### src/sv/sbb_pkg.sv
// shared types and fixed constants of the box blur mask block
// no dependencies
package sbb_pkg;

    // configuration port geometry
    localparam int CFG_ADDR_W = 4;
    localparam int CFG_DATA_W = 32;

    // configuration register widths and reset values
    localparam int FRAME_WIDTH_W  = 11;
    localparam int FRAME_HEIGHT_W = 16;
    localparam int KERNEL_SIZE_W  = 4;

    localparam logic [FRAME_WIDTH_W-1:0]  FRAME_WIDTH_RST  = 11'd1024;
    localparam logic [FRAME_HEIGHT_W-1:0] FRAME_HEIGHT_RST = 16'd1;
    localparam logic [KERNEL_SIZE_W-1:0]  KERNEL_SIZE_RST  = 4'd1;

    // register index taken from the word address
    typedef enum logic [1:0] {
        REG_FRAME_WIDTH  = 2'd0,
        REG_FRAME_HEIGHT = 2'd1,
        REG_KERNEL_SIZE  = 2'd2
    } reg_idx_t;

    // command codes of an input word
    localparam logic CMD_SAMPLE = 1'b0;
    localparam logic CMD_FLUSH  = 1'b1;

    // control of the sample window chain
    typedef struct packed {
        logic step;
        logic clear;
    } win_ctrl_t;

endpackage

### src/sv/sbb_cell.sv
// one cell of the sample window chain, holds one sample of the row
// depends on sbb_pkg
module sbb_cell #(
    parameter int SAMPLE_BITS = 16
) (
    input  logic                   clk,
    input  logic                   rst_n,
    input  sbb_pkg::win_ctrl_t     ctrl,
    input  logic [SAMPLE_BITS-1:0] d,
    output logic [SAMPLE_BITS-1:0] q
);

    logic [SAMPLE_BITS-1:0] q_reg;

    // clear at row end or frame restart, take the neighbour's sample on a step
    always_ff @(posedge clk or negedge rst_n)
    begin
        if (!rst_n)
        begin
            q_reg <= '0;
        end
        else if (ctrl.clear)
        begin
            q_reg <= '0;
        end
        else if (ctrl.step)
        begin
            q_reg <= d;
        end
    end

    assign q = q_reg;

endmodule

### src/sv/sbb_window.sv
// chain of sample cells with a running horizontal box sum
// depends on sbb_pkg and sbb_cell
module sbb_window #(
    parameter int SAMPLE_BITS = 16,
    parameter int MAX_HALF    = 7,
    localparam int WIN    = 2 * MAX_HALF + 1,
    localparam int HALF_W = (MAX_HALF > 0) ? $clog2(MAX_HALF + 1) : 1,
    localparam int RSUM_W = SAMPLE_BITS + $clog2(WIN)
) (
    input  logic                   clk,
    input  logic                   rst_n,
    input  sbb_pkg::win_ctrl_t     ctrl,
    input  logic [HALF_W-1:0]      half,
    input  logic [SAMPLE_BITS-1:0] value,
    output logic [RSUM_W-1:0]      row_sum
);

    localparam int TAP_W = (WIN > 1) ? $clog2(WIN) : 1;

    logic [SAMPLE_BITS-1:0] tap [WIN];
    logic [SAMPLE_BITS-1:0] old;
    logic [TAP_W-1:0]       old_idx;
    logic [RSUM_W-1:0]      acc_reg;
    logic [RSUM_W:0]        acc_wide;

    // row of cells, cell 0 holds the previous sample
    for (genvar k = 0; k < WIN; k++)
    begin : g_cell
        if (k == 0)
        begin : g_head
            sbb_cell #(.SAMPLE_BITS(SAMPLE_BITS)) u_cell (
                .clk  (clk),
                .rst_n(rst_n),
                .ctrl (ctrl),
                .d    (value),
                .q    (tap[k])
            );
        end
        else
        begin : g_body
            sbb_cell #(.SAMPLE_BITS(SAMPLE_BITS)) u_cell (
                .clk  (clk),
                .rst_n(rst_n),
                .ctrl (ctrl),
                .d    (tap[k-1]),
                .q    (tap[k])
            );
        end
    end

    // sample leaving the window, 2h+1 places behind the new one
    assign old_idx  = TAP_W'({half, 1'b0});
    assign old      = tap[old_idx];
    assign acc_wide = (RSUM_W+1)'(acc_reg) + (RSUM_W+1)'(value) - (RSUM_W+1)'(old);
    assign row_sum  = acc_wide[RSUM_W-1:0];

    // running sum of the window
    always_ff @(posedge clk or negedge rst_n)
    begin
        if (!rst_n)
        begin
            acc_reg <= '0;
        end
        else if (ctrl.clear)
        begin
            acc_reg <= '0;
        end
        else if (ctrl.step)
        begin
            acc_reg <= row_sum;
        end
    end

endmodule

### config.mk
export PLATFORM = sky130hd
export DESIGN_NAME = sbb_window
export DESIGN_NICKNAME = d
export VERILOG_FILES = /design/src/sv/sbb_pkg.sv /design/src/sv/sbb_cell.sv /design/src/sv/sbb_window.sv
export SDC_FILE = /design/constraint.sdc
export NUM_CORES = 1
export LEC_CHECK = 0
export ABC_CLOCK_PERIOD_IN_PS = 8000
export BUFFER_PORTS_ARGS = -buffer_cell sky130_fd_sc_hd__buf_4
export CORE_ASPECT_RATIO = 0.9
export CORE_MARGIN = 2
export CORE_UTILIZATION = 30
export CTS_CLUSTER_DIAMETER = 150
export DETAILED_ROUTE_END_ITERATION = 7
export SLEW_MARGIN = 30
export SYNTH_ARGS = -nofsm -noshare
export SYNTH_HDL_FRONTEND = slang
export SYNTH_SLANG_ARGS = --single-unit
### constraint.sdc
create_clock -name clk -period 8 [get_ports clk]
set_clock_uncertainty 0.05 [all_clocks]
set_input_delay 2 -clock clk [delete_from_list [all_inputs] [get_ports clk]]
set_output_delay 2 -clock clk [all_outputs]
set_load 0.03 [all_outputs]
### Yosys cells after proc, flatten, opt, wreduce, memory -nomap -nowiden

Cells that the tools add are included.
Widths: inputs -> output; s select.

| storage, ports and cells | value |
|---|---|
| flip-flop bits (word level) | 260 |
| latch bits | 0 |
| RAM bits | 0 |
| ROM bits | 0 |
| output and inout bits | 20 |
| memories | 0 |

| cells by class | value |
|---|---|
| add/subtract/negate cells | 2 |
| multipliers | 0 |
| divide/modulo/power cells | 0 |
| magnitude comparators | 1 |
| equality and inequality tests | 0 |
| shifts and indexed selects | 0 |
| muxes and demuxes | 35 |
| bitwise logic cells | 1 |
| reductions and logical operators | 1 |

Operators with widths:

| cell | number |
|---|---|
| $mux 16 | 32 |
| $bmux 16 s4 | 1 |
| $mux 20 | 2 |
| $add 20x16->20 | 1 |
| $sub 20x16->20 | 1 |
| $ge 5x5->1 const B | 1 |
| $not 4->5 | 1 |
| $reduce_bool 2->1 | 1 |

### Logic depth before layout (Yosys ltp)

| logic depth | value |
|---|---|
| word-level depth | 7 |
| depth in mapped cells | 15 |

### By module

Synthesis repeated with hierarchy kept, for this count alone.

| unflattened totals | value |
|---|---|
| cells, all modules | 1153 |
| area, all modules | 13396.6 um2 |

Modules (own cells, without submodules):

| module | times used | cells an instance | area an instance (um2) | seq. area each (um2) |
|---|---|---|---|---|
| sbb_cell | 15 | 52 | 660.6 | 400.4 |
| sbb_window | 1 | 373 | 3487.1 | 500.5 |

### Worst setup path after synthesis

OpenSTA, ideal clock, no wires.

| path | value |
|---|---|
| path type | input to output |
| start point | input port half[0] |
| end point | output port row_sum[19] |
| arrival | 5711 ps |
| required time | 5950 ps |
| path slack | 239 ps |
| cell stages on the path | 13 |
| path buffers | 2 |
| path through | clkbuf_1 buf_2 mux4_2 mux2_2 fa_1 inv_1 ha_1 a21o_1 a31oi_1 o21bai_1 a221oi_4 o21ai_1 xnor2_1 |

| on the way | value |
|---|---|
| word-level cells in the longest chain between the ends | 5 |

Ends and longest elaborated chain:

| what | line | RTL |
|---|---|---|
| from (decl) | sbb_window.sv:13 | `input logic [HALF_W-1:0] half,` |
| $not 4->5 (implied by the code) | sbb_window.sv:53 | `assign old = tap[old_idx];` |
| $bmux 16 s4 | sbb_window.sv:53 |  |
| $mux 16 (implied by the code) (2 in series) | sbb_window.sv:53 |  |
| $sub 20x16->20 | sbb_window.sv:54 | `assign acc_wide = (RSUM_W+1)'(acc_reg) + (RSUM_W+1)'(value) - (RSUM_W+1)'(old);` |
| to (decl) | sbb_window.sv:15 | `output logic [RSUM_W-1:0] row_sum` |

Every way passes these cells. The select of a mux whose other input is x is not followed.

### Final worst setup path

| path | value |
|---|---|
| start point | input port half[0] |
| end point | output port row_sum[17] |

Same word-level chain as after synthesis.

==> out/results.tsv <==
stage	metric	value	unit
outcome	status	complete, no violations	
synth	fraction of registers with async set or reset after synthesis	100	%
setup_path	CP peak stage delay	500	ps
synth	Net Count, Synth	1183	
route	Met3 Wirelength	661	um
setup_path	RR Endpoint	acc_reg[15]	
timing	RSZ-0062 raised after global routing	no	
pwr	part of the power in the clock network	30.9	%
clock_tree	Worst-path clk slew	60	ps
global_route	antenna violations before repair	0	
synth	#FFs+latches synth	260	
hold_path	Hold Path Depth	2	
clock_tree	CTS buffer count	29	
setup_path	Reg2Reg Depth	12	
global_route	gr ovfl total	0	
route	Residual DRC	0	
synth	Post-Syn Area per Cell	11.5	um^2
setup_path	slowest CP cell	mux4_2	
synth	cells after synthesis	1124	
route	WL met1	12400	um
global_route	number of global-route vias before repair	8121	
placement	dpl hpwl	16000	um
timing	pins over their slew limit	0	
synth	Yosys warnings	0	
pwr	sequential share of power	34.3	%
setup_path	end of the critical path	row_sum[17]	
layout	fillcell total	4243	
clock_tree	CTS Sinks	260	
synth	Synth area leader	dfrtp_1	
timing	Final Setup Violations	0	
layout	FF+latch area	6510	um^2
setup_path	CP cell instances	buf_4, buf_12, mux4_2, mux2_2, fa_1, inv_1, ha_1, nand2_1, or3b_1, a21bo_1, a21oi_1, o21ai_1, nand2_1, xor2_1, buf_4	
layout	area of the multi-input gates	5870	um^2
synth	post-synth top area share	50.3	%
timing	Slew @ Worst Pin	885	ps
layout	layout cells sized above 1	13.1	%
synth	Seq/Total Area, Yosys	50.3	%
synth	cells taking the most area after synthesis	dfrtp_1 (50%), mux2i_1 (20%), nor2_1 (7.7%)	
layout	max reg flops	224	
timing	maximum clock rate	130	MHz
route	WL per Instance	14.8	um
layout	Final #Nets	1198	
die	Starting Density	30.2	%
route	via count	7900	
pwr	Comb pwr share	34.8	%
setup_path	Worst EP required	5950	ps
clock_tree	clk_lat worst skew	560	ps
route	highest routed metal layer	met4	
clock_tree	CTS tree	yes	
setup_path	Worst EP arrival	5660	ps
route	DRT Pass-1 Iters	4	
placement	IO buf count	42	
pwr	Lkg Pwr	7.41	nW
pwr	Final Total Pwr	4.05	mW
layout	area delta synth->final	13.8	%
die	full die area	44800	um^2
global_route	first-pass GRT wire length	43000	um
setup_path	R2R setup slack	4220	ps
route	Vias/cell	4.62	
synth	Top FF cell, synth	dfrtp_1	
route	metal2 WL	11700	um
pwr	Max IR drop VDD	0.176	mV
clock_tree	root buf cell	clkbuf_16	
job	max-cap viol count	0	
setup_path	R2R Path Start	g_cell[12].g_body.u_cell.q[4]	
timing	min cycle time layout	7710	ps
placement	GP Congestion	0.845	
die	core area	42800	um^2
layout	Post-Layout Cell Count	1711	
synth	Post-Synthesis Cell Area	12900	um^2
layout	Ant. Diodes	0	
pwr	sw power	1.42	mW
synth	number of synthesized flops with an enable pin	0	
global_route	GRT Util Overall	11.4	%
timing	max_slew headroom	41.0	%
setup_path	source of the critical timing path	half[0]	
route	antenna-violating nets left	0	
setup_path	Worst setup SP type	primary input	
timing	part of the cycle the worst path needs	96.4	%
pwr	Pwr Density	275	nW/um^2
setup_path	CP endpoint kind	output pin	
layout	Finished Cell Area	14700	um^2
setup_path	crit path kind	primary input to output pin	
die	Die Width	223	um
placement	dpl cells	1662	
route	initial drt markers	438	
pwr	Internal Power	2.63	mW
synth	Synth cell types	54	
global_route	largest net degree at the start of global routing	159	
route	drt total wl	25300	um
hold_path	Hold Path Class	flop to flop	
die	# IOs	43	
die	Rows	72	
timing	setup TNS	0	ps
pwr	switching part of the total	35.2	%
clock_tree	deepest clock path buffer count	3	
placement	placed inst area	13800	um^2
timing	Final Hold Vio Count	0	
clock_tree	H-tree levels	1	
setup_path	crit path max fanout	8	
die	die height	201	um
==> area by class of cell <==
cell class                      count  area share [%]
Sequential cell                   260            44.2
Multi-Input combinational cell    725            39.9
Clock buffer                       42            5.53
Tap cell                          555            4.72
Timing Repair Buffer               55            3.45
Inverter                           68            1.73
Clock inverter                      6           0.451
==> worst min-delay path by stage <==
stage | start | to | slack [ps]
2_1_floorplan | acc_reg[13] | acc_reg[13] | 420
3_3_place_gp | acc_reg[13] | acc_reg[13] | 440
3_5_place_dp | acc_reg[13] | acc_reg[13] | 460
4_1_cts | g_cell[1].g_body.u_cell.q[9] | g_cell[2].g_body.u_cell.q[9] | 460
5_1_grt | g_cell[1].g_body.u_cell.q[9] | g_cell[2].g_body.u_cell.q[9] | 480
6_report | g_cell[1].g_body.u_cell.q[9] | g_cell[2].g_body.u_cell.q[9] | 450
==> Yosys cell counts, drive strengths merged (2+ instances only) <==
library cell / number
a21o: 10
dfrtp: 260
a21oi: 15
nand3b: 2
nor2: 266
xnor2: 10
xor2: 9
mux2i: 256
a221oi: 4
and3: 5
ha: 20
o21ai: 6
a31oi: 3
buf: 33
fa: 16
mux4: 32
nand4: 2
and2: 2
nor2b: 2
mux2: 16
nor3: 6
and4: 2
a311o: 2
inv: 68
clkbuf: 38
nand2: 18
o21bai: 2
o21a: 3
==> per-stage QoR <==
stage	util (%)	worst slack [ps]	hold WS (ps)
2_1_floorplan	-	239	416
3_3_place_gp	32.2	197	438
3_5_place_dp	32.3	163	457
4_1_cts	34.4	164	455
5_1_grt	34.4	39.8	477
6_report	34.4	290	453
==> logic make-up (layout without fill, tap and decap cells) <==
logic type      Yosys count  in the layout  synth area share [%]
compound gates           55             55                  3.24
mux                     304            304                  26.8
xor+xnor                 19             19                  1.29
flops                   260            260                  50.3
simple gates            311            311                  9.65
fa+ha+maj                36             36                  4.41
buf+inv                 139            171                  4.31
==> layout by cell type (no fill, tap or decap), drive strengths merged, types with 2 or more instances in the layout <==
cell	Yosys	final
and2	2	2
clkinv	0	3
a31oi	3	3
mux2	16	16
nand4	2	2
o21bai	2	2
a21o	10	10
dfrtp	260	260
mux2i	256	256
inv	68	70
o21a	3	3
ha	20	20
xnor2	10	10
clkbuf	38	43
a21oi	15	15
fa	16	16
nor2b	2	2
and4	2	2
nand3b	2	2
o21ai	6	6
a311o	2	2
mux4	32	32
buf	33	54
and3	5	5
a221oi	4	4
nor3	6	6
nor2	266	266
xor2	9	9
nand2	18	18
==> critical path, delay by kind of cell <==
family / cells / cell delay [ps]
mux: 2 / 820
fa+ha+maj: 2 / 820
simple gates: 3 / 630
buf+inv: 4 / 610
compound gates: 3 / 610
xor+xnor: 1 / 150
==> power groups by stage <==
stage	Sequential (mW)	Clock, mW	Combinational (mW)
2_1_floorplan	1.40	0	0.988
3_3_place_gp	1.41	0	1.40
3_5_place_dp	1.41	0	1.41
4_1_cts	1.39	1.29	1.42
5_1_grt	1.39	1.34	1.54
6_report	1.39	1.25	1.41
==> repair_timing <==
item / 4_1_cts / 5_1_grt
gates resized for setup: 0 / 1
hold buffers: 0 / 0
setup endpoints to repair: 0 / 1
setup buffers: 0 / 1
==> routing by layer <==
layer	vias to the layer above	GRT usage (%)
li1	3834	-
met1	3928	16.3
met2	98	18.5
met3	40	1.16
met4	0	3.38
met5	-	0
Note: power is estimated with default switching activity, not from simulation.
