==> src/sv/sbb_div.sv <==
// restoring divider, one quotient bit per cycle
// no dependencies
module sbb_div #(
    parameter int Q_W   = 16,
    parameter int NUM_W = 26,
    parameter int DEN_W = 9
) (
    input  logic             clk,
    input  logic             rst_n,
    input  logic             start,
    input  logic [NUM_W-1:0] num,
    input  logic [DEN_W-1:0] den,
    output logic [Q_W-1:0]   quotient,
    output logic             done
);

    localparam int REM_W = DEN_W + 1;
    localparam int CNT_W = $clog2(Q_W + 1);

    logic [REM_W-1:0] rem_reg;
    logic [Q_W-1:0]   low_reg;
    logic [DEN_W-1:0] den_reg;
    logic [CNT_W-1:0] cnt_reg;
    logic             busy_reg;
    logic             done_reg;
    logic [REM_W-1:0] trial;
    logic             fits;
    logic [REM_W-1:0] rem_next;

    // one trial subtraction
    assign trial    = {rem_reg[REM_W-2:0], low_reg[Q_W-1]};
    assign fits     = trial >= {1'b0, den_reg};
    assign rem_next = fits ? (trial - {1'b0, den_reg}) : trial;

    // iteration control, numerator bits shift out as quotient bits shift in
    always_ff @(posedge clk or negedge rst_n)
    begin
        if (!rst_n)
        begin
            rem_reg  <= '0;
            low_reg  <= '0;
            den_reg  <= '0;
            cnt_reg  <= '0;
            busy_reg <= 1'b0;
            done_reg <= 1'b0;
        end
        else
        begin
            done_reg <= 1'b0;
            if (start)
            begin
                rem_reg  <= REM_W'(num >> Q_W);
                low_reg  <= num[Q_W-1:0];
                den_reg  <= den;
                cnt_reg  <= CNT_W'(Q_W);
                busy_reg <= 1'b1;
            end
            else if (busy_reg)
            begin
                rem_reg <= rem_next;
                low_reg <= {low_reg[Q_W-2:0], fits};
                cnt_reg <= cnt_reg - CNT_W'(1);
                if (cnt_reg == CNT_W'(1))
                begin
                    busy_reg <= 1'b0;
                    done_reg <= 1'b1;
                end
            end
        end
    end

    assign quotient = low_reg;
    assign done     = done_reg;

endmodule

==> config.mk <==
export PLATFORM = sky130hd
export DESIGN_NAME = sbb_div
export DESIGN_NICKNAME = d
export VERILOG_FILES = /design/src/sv/sbb_div.sv
export SDC_FILE = /design/constraint.sdc
export NUM_CORES = 1
export LEC_CHECK = 0
export ABC_AREA = 0
export BUFFER_PORTS_ARGS = -buffer_cell sky130_fd_sc_hd__buf_4
export CAP_MARGIN = 10
export CORE_ASPECT_RATIO = 0.9
export CORE_MARGIN = 8
export CORE_UTILIZATION = 54
export DETAILED_ROUTE_END_ITERATION = 16
export GPL_TIMING_DRIVEN = 0
export PLACE_DENSITY = 0.9
export REMOVE_ABC_BUFFERS = 1
export SETUP_SLACK_MARGIN = 0.02
export SYNTH_ARGS = -nofsm -noshare
export SYNTH_HDL_FRONTEND = slang
export SYNTH_SLANG_ARGS = --single-unit
==> constraint.sdc <==
create_clock -name clk -period 3.25 [get_ports clk]
set_clock_uncertainty 0.2 [all_clocks]
set_input_delay 0.4875 -clock clk [delete_from_list [all_inputs] [get_ports clk]]
set_output_delay 0.4875 -clock clk [all_outputs]
set_load 0.01 [all_outputs]
# Word level (Yosys, flattened, before mapping)

Cells that the tools add are included.

Input bits: 38
Flip-flop bits (word level): 41

$add $sub $neg: 2
Multiplexer cells: 13
Reduce and logical (&&, ||, !) cells: 1
$lt $le $gt $ge: 1
Equal/unequal tests: 1

Operator list:

| kind                                                                  | number |
|---|---|
| 16-bit two-way mux                                                    | 2 |
| 9-bit two-way mux                                                     | 3 |
| 10-bit by 9-bit >= comparator with 1-bit output                       | 1 |
| 5-bit two-way mux                                                     | 2 |
| 9-bit subtractor                                                      | 1 |
| 1-bit two-way mux                                                     | 6 |
| 5-bit by 1-bit equality test with 1-bit output, second input constant | 1 |
| 5-bit by 1-bit subtractor with 5-bit output, second input constant    | 1 |
| 2-bit nonzero test                                                    | 1 |

# Depth between registers and ports, before layout

Gate-level depths: netlist of the first run.

Depth in word-level cells: 4
Gate-level depth with buffers: 10
Mapped depth without buffers: 9

# Worst setup path before layout of the first run

Ideal clock, no wire load.

Kind: register to register
From: register low_reg[15], in the netlist quotient[15]
To: register rem_reg[0]
Arrival: 2.167 ns
Library setup time: 0.126 ns
Buffers on the path: 0
Path slack: 0.757 ns
Required time: 2.924 ns
Period minus slack after synthesis: 2.493 ns
Cell stages (with the launch flop): 10
Cell sequence: dfrtp_1 inv_1 ha_1 inv_1 fa_1 a211oi_4 o211ai_2 a21oi_4 mux2i_1 a221o_1

Longest elaborated chain between the ends: 4
Elaborated cells on any way between the ends: 5
Those cells by class: 1 x add/sub; 1 x order compare; 3 x mux

RTL lines:

| item                                                                                | RTL line | source |
|---|---|---|
| from (decl)                                                                         | 21       | `logic [Q_W-1:0] low_reg;` |
| from (signal assigned)                                                              | 53       | `low_reg <= num[Q_W-1:0];` |
| from (signal assigned)                                                              | 61       | `low_reg <= {low_reg[Q_W-2:0], fits};` |
| 9-bit subtractor or 10-bit by 9-bit >= comparator with 1-bit output (tied branches) | 33, 32   |  |
| 9-bit two-way mux *                                                                 | 33       | `assign rem_next = fits ? (trial - {1'b0, den_reg}) : trial;` |
| 9-bit two-way mux *                                                                 | 58       | `else if (busy_reg)` |
| 9-bit two-way mux *                                                                 | 50       | `if (start)` |
| to (signal assigned)                                                                | 52       | `rem_reg <= REM_W'(num >> Q_W);` |
| to (signal assigned)                                                                | 60       | `rem_reg <= rem_next;` |
| to (decl)                                                                           | 20       | `logic [REM_W-1:0] rem_reg;` |

Mark *: on every way between the ends. The rest lies on a longest branch, timed or not. The select of a mux whose other input is x is not followed.
A chain may end at the register's enable or synchronous reset.

# Worst setup path after layout of the first run

Same ends and word-level chain as after synthesis.

==> run metrics, run 1 <==
per-instance average area after synthesis 9.42 um^2; pins over their slew limit 0; worst-case hold path end point quotient[3]$_DFFE_PN0P_; Routed WL 5.50 mm; critical-path maximum fanout 8; initial core utilization 0.548; list of most frequent post-synthesis cells dfrtp_1 (41), nand2_1 (35), o21ai_0 (30); yosys warns 0; drt wl/cell 15.0 um; storage element area 1030 um^2; type of element capturing the critical path flip-flop; startpoint type of the worst setup path flip-flop; total power 0.00207 W; Setup TNS Final 0 ns; Die Footprint just under 7000 um^2; I/O Buffers 53; leakage power roughly 1.5 nW; layout-stage area growth over the synthesis result 22.9%; Fillers 361; RR Endpoint rem_reg[0]$_DFFE_PN0P_; Final GP Congestion 0.881; diode count 0; Yosys top cell area share 0.431; setup ws final 0.549 ns; reg2reg setup slack 0.55 ns; Post-synth ARST share 1.00; die height 79.0 um; maximum clock insertion buffer count 2; setup repair after global routing missed its margin no; final cell utilization of the core 0.674; Detailed Route Iter0 Violations 181; Gates resized, CTS repair 0; headroom to the max-slew limit 0.563; first drt pass iteration count 4; hold slack 0.182 ns; library cell with the highest instance count after synthesis dfrtp_1; via count roughly 2000; max-capacitance violation count 0; register clock-pin slew on the reported worst setup and hold paths about 0.08 ns; total routing resource utilization after global routing 0.173; register area share after synthesis 0.431; remaining antenna violation count 0; count of H-tree levels built during CTS 2; wire length of the first global-routing pass around 9.4 mm; result of the run complete, no violations; number of setup buffers added after CTS 0; number of buffers created by CTS 5; max reg flops 16; Area contributors post-synth dfrtp_1 (43%), mux2i_1 (8.8%), o21ai_0 (6.3%), ha_1 (5.8%), nand2_1 (5.5%); share of final-layout standard cells stronger than drive strength 1 0.234; Crit Reg-Reg Startpoint quotient[15]$_DFFE_PN0P_; Remaining DRCs 0; Main synth FF type dfrtp_1; vias in the first global route 2061; Net count, final ~350; Hold Crit Class input pin to flip-flop; worst-case setup slack after placement 0.568 ns; fmax about 370 MHz; startpoint of the most critical hold path num[3]; WP data arrival 2.70 ns; area of combinational cells with multiple inputs 1240 um^2; count of cell types in the netlist 46; antenna violations before repair 0; number of enable flip-flop cells after synthesis 0; worst path required time 3.25 ns; CTS Sinks 41; number of I/O pins between 50 and 60; Detailed Place HPWL 3.82 mm; routed vias/inst 5.52; top cell type by total area after synthesis dfrtp_1; area inside the core boundary 4350 um^2; maximum number of pins on one net before global-route repair 78; CTS tree done; cell count of the worst reg-to-reg path 9; latest clock arrival within the worst-skew pair 0.31 ns; Post-Synthesis Cell Area 2380 um^2; period utilisation layout 0.831; # setup viols final 0; Chip Width 86.0 um; cell at the root of the clock tree clkbuf_8; actual transition at the worst max-transition pin between 0.6 and 0.7 ns; sum of overflow across all layers after global routing 0; fin crit period approximately 2.7 ns; WHS Path Cells 3; Seq cells post-synth 41; maximum resistive drop on vdd 356 uV; startpoint-to-endpoint class of the critical path flip-flop to flip-flop; Gate Count Post-Synth 253; Cell Pwr Density ~710 nW/um^2; final-report hold violation count 0; FP Rows 23
-- worst max-delay path, cell delays in order, from the launching register on --
cell	delay, ns
dfrtp_1	0.40
inv_1	0.09
ha_1	0.16
inv_1	0.05
fa_1	0.45
a211oi_4	0.34
o211ai_2	0.16
a21oi_4	0.30
mux2i_1	0.12
a221o_1	0.32
-- per-stage QoR --
step	cells	instance area [um^2]
3_3_place_gp	356	2800
2_1_floorplan	241	2330
3_5_place_dp	356	2800
4_1_cts	365	2900
5_1_grt	366	2930
6_report	366	2930
-- how the worst max path moves through the flow --
| stage | endpoint | startpoint | slack [ns] | depth (start not counted) |
|---|---|---|---|---|
| after floorplan | rem_reg[0]$_DFFE_PN0P_ | quotient[15]$_DFFE_PN0P_ | 0.76 | 9 |
| after global placement | rem_reg[0]$_DFFE_PN0P_ | quotient[15]$_DFFE_PN0P_ | 0.63 | 9 |
| after global routing | rem_reg[0]$_DFFE_PN0P_ | quotient[15]$_DFFE_PN0P_ | 0.42 | 9 |
| final | rem_reg[0]$_DFFE_PN0P_ | quotient[15]$_DFFE_PN0P_ | 0.55 | 9 |
| after CTS | rem_reg[0]$_DFFE_PN0P_ | quotient[15]$_DFFE_PN0P_ | 0.55 | 9 |
| after detailed placement | rem_reg[0]$_DFFE_PN0P_ | quotient[15]$_DFFE_PN0P_ | 0.57 | 9 |
-- cell type report --
class,count,area share
Inverter,16,0.0205
Sequential cell,41,0.350
Timing Repair Buffer,55,0.149
Clock buffer,6,0.0248
Multi-Input combinational cell,184,0.424
Clock inverter,2,0.00513
Tap cell,62,0.0265
-- kinds of logic (layout without fill, tap and decap cells) --
kind of cell / count (synthesis) / count (layout) / synth area share
buf+inv: 28 / 79 / 0.0483
mux: 22 / 22 / 0.0930
simple gates: 75 / 75 / 0.145
fa+ha+maj: 12 / 12 / 0.0662
flops: 41 / 41 / 0.431
xor+xnor: 7 / 7 / 0.0257
compound gates: 68 / 68 / 0.191
-- layout by cell type, fill, tap and decap left out, types with 6 or more instances in the layout --
master    count
nand2b_1      6
dfrtp_1      41
ha_1         11
nor2_1       16
inv_1        16
nand2_1      35
buf_4        53
mux2i_1      21
a21oi_1      10
o21ai_0      30
-- power by group --
part / total, W / leakage, nW / internal [W] / switching [W]
Combinational: 0.000990 / 0.927 / 0.000451 / 0.000539
Clock: 0.000346 / 0.0374 / 0.000151 / 0.000194
Sequential: 0.000734 / 0.495 / 0.000625 / 0.000109
Total: 0.00207 / 1.46 / 0.00123 / 0.000842
-- per-layer routing --
| metal | global-route usage | vias up | wire (um) |
|---|---|---|---|
| met4 | 0.0857 | 0 | 145 |
| met2 | 0.275 | 60 | 2620 |
| met1 | 0.208 | 962 | 2380 |
| met5 | 0 | - | 0 |
| li1 | - | 986 | - |
| met3 | 0.0536 | 14 | 343 |
-- repair_timing --
item | 4_1_cts | 5_1_grt
endpoints found under the setup margin | 0 | 0
hold buffers | 1 | 0
hold endpoints to repair | 41 | 0
Power figures use the tool's default switching activity.
==> run 2, diff against run 1 <==
- ABC_AREA: 0 -> 1
- CORE_UTILIZATION: 54 -> 53
- PLACE_DENSITY: 0.9 -> 0.89
- clock period: 3.25 -> 2.78 ns (I/O delays scaled with it)
==> run 2 against run 1 <==
Setup slack worse by 0.045 ns. Cell area is 2.5% lower. Maximum frequency increased by 19%. Global-route usage fell by 0.78 points. Die area shrank 0.72%. Combinational power about the same. Wire length shrank 4.5%. First-iteration DRC count decreased by 35%. Synthesized area fell by 2.7%. Critical path type unchanged. Critical endpoint is now rem_reg[5]$_DFFE_PN0P_. Largest cell class unchanged. Largest power group unchanged. Highest routed layer unchanged.
==> run metrics, run 2 <==
met2 layer usage reported by global route 0.289 (was 0.275); Final GP Congestion 0.883 (was 0.881); setup ws final 0.504 ns (was 0.549 ns); library cell with the highest instance count after synthesis nand2_1 (was dfrtp_1); startpoint type of the worst setup path flip-flop (unchanged); sum of overflow across all layers after global routing 0 (unchanged); fmax 439 MHz (was 370 MHz); CP Cell Sequence inv_1 > ha_1 > inv_1 > fa_1 > nand2_1 > nand3_2 > nand2_2 > nand2_4 > inv_1 > nand2_1 > nand3_1 > nand2_1 (was inv_1 > ha_1 > inv_1 > fa_1 > a211oi_4 > o211ai_2 > a21oi_4 > mux2i_1 > a221o_1); commonest cells after routing, fill and taps aside nand2_1 (89), buf_4 (53), inv_1 (50) (was buf_4 (53), dfrtp_1 (41), nand2_1 (35)); area inside the core boundary 4320 um^2 (was 4350 um^2); Post-synth ARST share 1.00 (unchanged); period utilisation layout 0.819 (was 0.831); actual transition at the worst max-transition pin 0.781 ns (was 0.655 ns); antenna violations before repair 0 (unchanged); Gate Count Post-Synth 298 (was 253); FP Rows 23 (unchanged); Seq cells post-synth 41 (unchanged); via count 2071 (was 2022); max-capacitance violation count 0 (unchanged); Hold Crit Class input pin to flip-flop (unchanged); WP data arrival 2.26 ns (was 2.70 ns); top cell type by total area after synthesis dfrtp_1 (unchanged); CTS tree done (unchanged); total power 0.00231 W (was 0.00207 W); setup repair after global routing missed its margin no (unchanged); reg2reg setup slack 0.50 ns (was 0.55 ns); timing startpoint of the critical path quotient[15]$_DFFE_PN0P_ (unchanged); maximum resistive drop on vdd 294 uV (was 356 uV); list of most frequent post-synthesis cells nand2_1 (89), inv_1 (50), dfrtp_1 (41) (was dfrtp_1 (41), nand2_1 (35), o21ai_0 (30)); count of cell types in the netlist 24 (was 46); leakage power 1.55 nW (was 1.46 nW); total number of cells along the worst setup path 12 (was 9); Fillers 375 (was 361); diode count 0 (unchanged); number of I/O pins 55 (unchanged); result of the run complete, no violations (unchanged); drt wl/cell 13.1 um (was 15.0 um); number of setup buffers added after CTS 0 (unchanged); headroom to the max-slew limit 0.479 (was 0.563); wire length of the first global-routing pass 9.09 mm (was 9.40 mm); met1 GRT Util 0.179 (was 0.208); Cell Pwr Density 810 nW/um^2 (was 707 nW/um^2); number of buffers created by CTS 5 (unchanged); yosys warns 0 (unchanged); CP max stage cell fa_1 (unchanged); first drt pass iteration count 4 (unchanged); count of H-tree levels built during CTS 2 (unchanged); Chip Width 85.7 um (was 86.0 um); Crit Reg-Reg Startpoint quotient[15]$_DFFE_PN0P_ (unchanged); maximum number of pins on one net before global-route repair 45 (was 78); CTS Sinks 41 (unchanged); register clock-pin slew on the reported worst setup and hold paths 0.08 ns (about the same); max reg flops 16 (unchanged); met3 Track Usage GR 0.0649 (was 0.0536); cell count of the worst reg-to-reg path 12 (was 9); maximum clock insertion buffer count 2 (unchanged); Most Used Layer, Global Route met2 (unchanged); vias in the first global route 2142 (was 2061); worst path required time 2.76 ns (was 3.25 ns); Setup TNS Final 0 ns (unchanged); I/O Buffers 53 (unchanged); Area contributors post-synth dfrtp_1 (44%), nand2_1 (14%), inv_1 (8.1%), ha_1 (5.9%), nand3_1 (3.9%) (was dfrtp_1 (43%), mux2i_1 (8.8%), o21ai_0 (6.3%), ha_1 (5.8%), nand2_1 (5.5%)); remaining antenna violation count 0 (unchanged); type of element capturing the critical path flip-flop (unchanged); Main synth FF type dfrtp_1 (unchanged); cell at the root of the clock tree clkbuf_8 (unchanged); layout-stage area growth over the synthesis result 23.2% (was 22.9%); hold slack 0.121 ns (was 0.182 ns); Detailed Route Iter0 Violations 117 (was 181); capturing instance or port of the critical path rem_reg[5]$_DFFE_PN0P_ (was rem_reg[0]$_DFFE_PN0P_); number of enable flip-flop cells after synthesis 0 (unchanged); Yosys top cell area share 0.443 (was 0.431); startpoint-to-endpoint class of the critical path flip-flop to flip-flop (unchanged); Remaining DRCs 0 (unchanged); worst-case setup slack after placement 0.414 ns (was 0.568 ns); initial core utilization 0.537 (was 0.548); combined buffer and inverter count along the critical path 3 (was 2); total routing resource utilization after global routing 0.165 (was 0.173); routed vias/inst 5.18 (was 5.52); RR Endpoint rem_reg[5]$_DFFE_PN0P_ (was rem_reg[0]$_DFFE_PN0P_); latest clock arrival within the worst-skew pair 0.30 ns (was 0.31 ns); Die Footprint 6750 um^2 (was 6800 um^2); commonest non-fill, non-tap cell in the layout nand2_1 (was buf_4); fin crit period 2.28 ns (was 2.70 ns); # setup viols final 0 (unchanged); critical-path maximum fanout 13 (was 8); pins over their slew limit 0 (unchanged); Net count, final 399 (was 353); per-instance average area after synthesis 7.78 um^2 (was 9.42 um^2); delay-heaviest family, CP simple AND/OR/NAND/NOR gates (was compound AO/OA/AOI/OAI gates); highest cell delay on the worst timing path 0.42 ns (was 0.45 ns); Detailed Place HPWL 3.92 mm (was 3.82 mm); final-report hold violation count 0 (unchanged); Post-Synthesis Cell Area 2320 um^2 (was 2380 um^2); die height 78.7 um (was 79.0 um); Routed WL 5.25 mm (was 5.50 mm); register area share after synthesis 0.443 (was 0.431); share of final-layout standard cells stronger than drive strength 1 0.197 (was 0.234)
## run 2: what timing repair did
action,in CTS,in global routing
endpoints found under the hold margin,41,0
hold buffers,1,0
gates resized for setup,0,0
## run 2: final cells by class
class	instances	area [um^2]	share of cell area
clock buffers	7	86.3	0.0302
clock inverters	1	30.0	0.0105
inverters	50	188	0.0657
multi-input cells	197	1050	0.369
flip-flops and latches	41	1030	0.359
well taps	50	62.6	0.0219
repair buffers	54	408	0.143
## run 2: cell families after synthesis
logic type,synth area share
buf+inv,0.102
xor+xnor,0.0113
compound gates,0.128
simple gates,0.248
fa+ha+maj,0.0680
flops,0.443
## run 2: worst min-delay path, stage by stage
cell and delay (ns):
buf_4 0.08, nand2_1 0.04, o21ai_0 0.06
## run 2: worst min path at each step
stage	from	endpoint	slack (ns)	cells past startpoint
after floorplan	rst_n	busy_reg$_DFF_PN0_	-0.08	0
after global placement	rst_n	den_reg[1]$_DFFE_PN0P_	0.22	1
after detailed placement	rst_n	den_reg[2]$_DFFE_PN0P_	0.23	1
after CTS	den[2]	den_reg[2]$_DFFE_PN0P_	0.12	3
after global routing	den[0]	den_reg[0]$_DFFE_PN0P_	0.12	3
final	den[4]	den_reg[4]$_DFFE_PN0P_	0.12	3
## run 2: routing by layer
layer  vias to the layer above  wire (um)
li1                       1056          -
met1                       955       2250
met2                        53       2530
met3                         7        403
met4                         0         73
met5                         -          0
## run 2: report_power, final
part	leakage [nW]	internal [W]	switching (W)	total [W]
Sequential	0.493	0.000717	0.0000911	0.000808
Combinational	0.999	0.000411	0.000597	0.00101
Clock	0.0585	0.000293	0.000204	0.000497
Total	1.55	0.00142	0.000892	0.00231
## run 2: metrics by stage
| step | util | cell area (um^2) | std cells |
|---|---|---|---|
| floorplan | - | 2270 | 288 |
| global placement | 0.632 | 2730 | 391 |
| detailed placement | 0.632 | 2730 | 391 |
| CTS | 0.661 | 2860 | 400 |
| global route | 0.661 | 2860 | 400 |
| finish | 0.661 | 2860 | 400 |
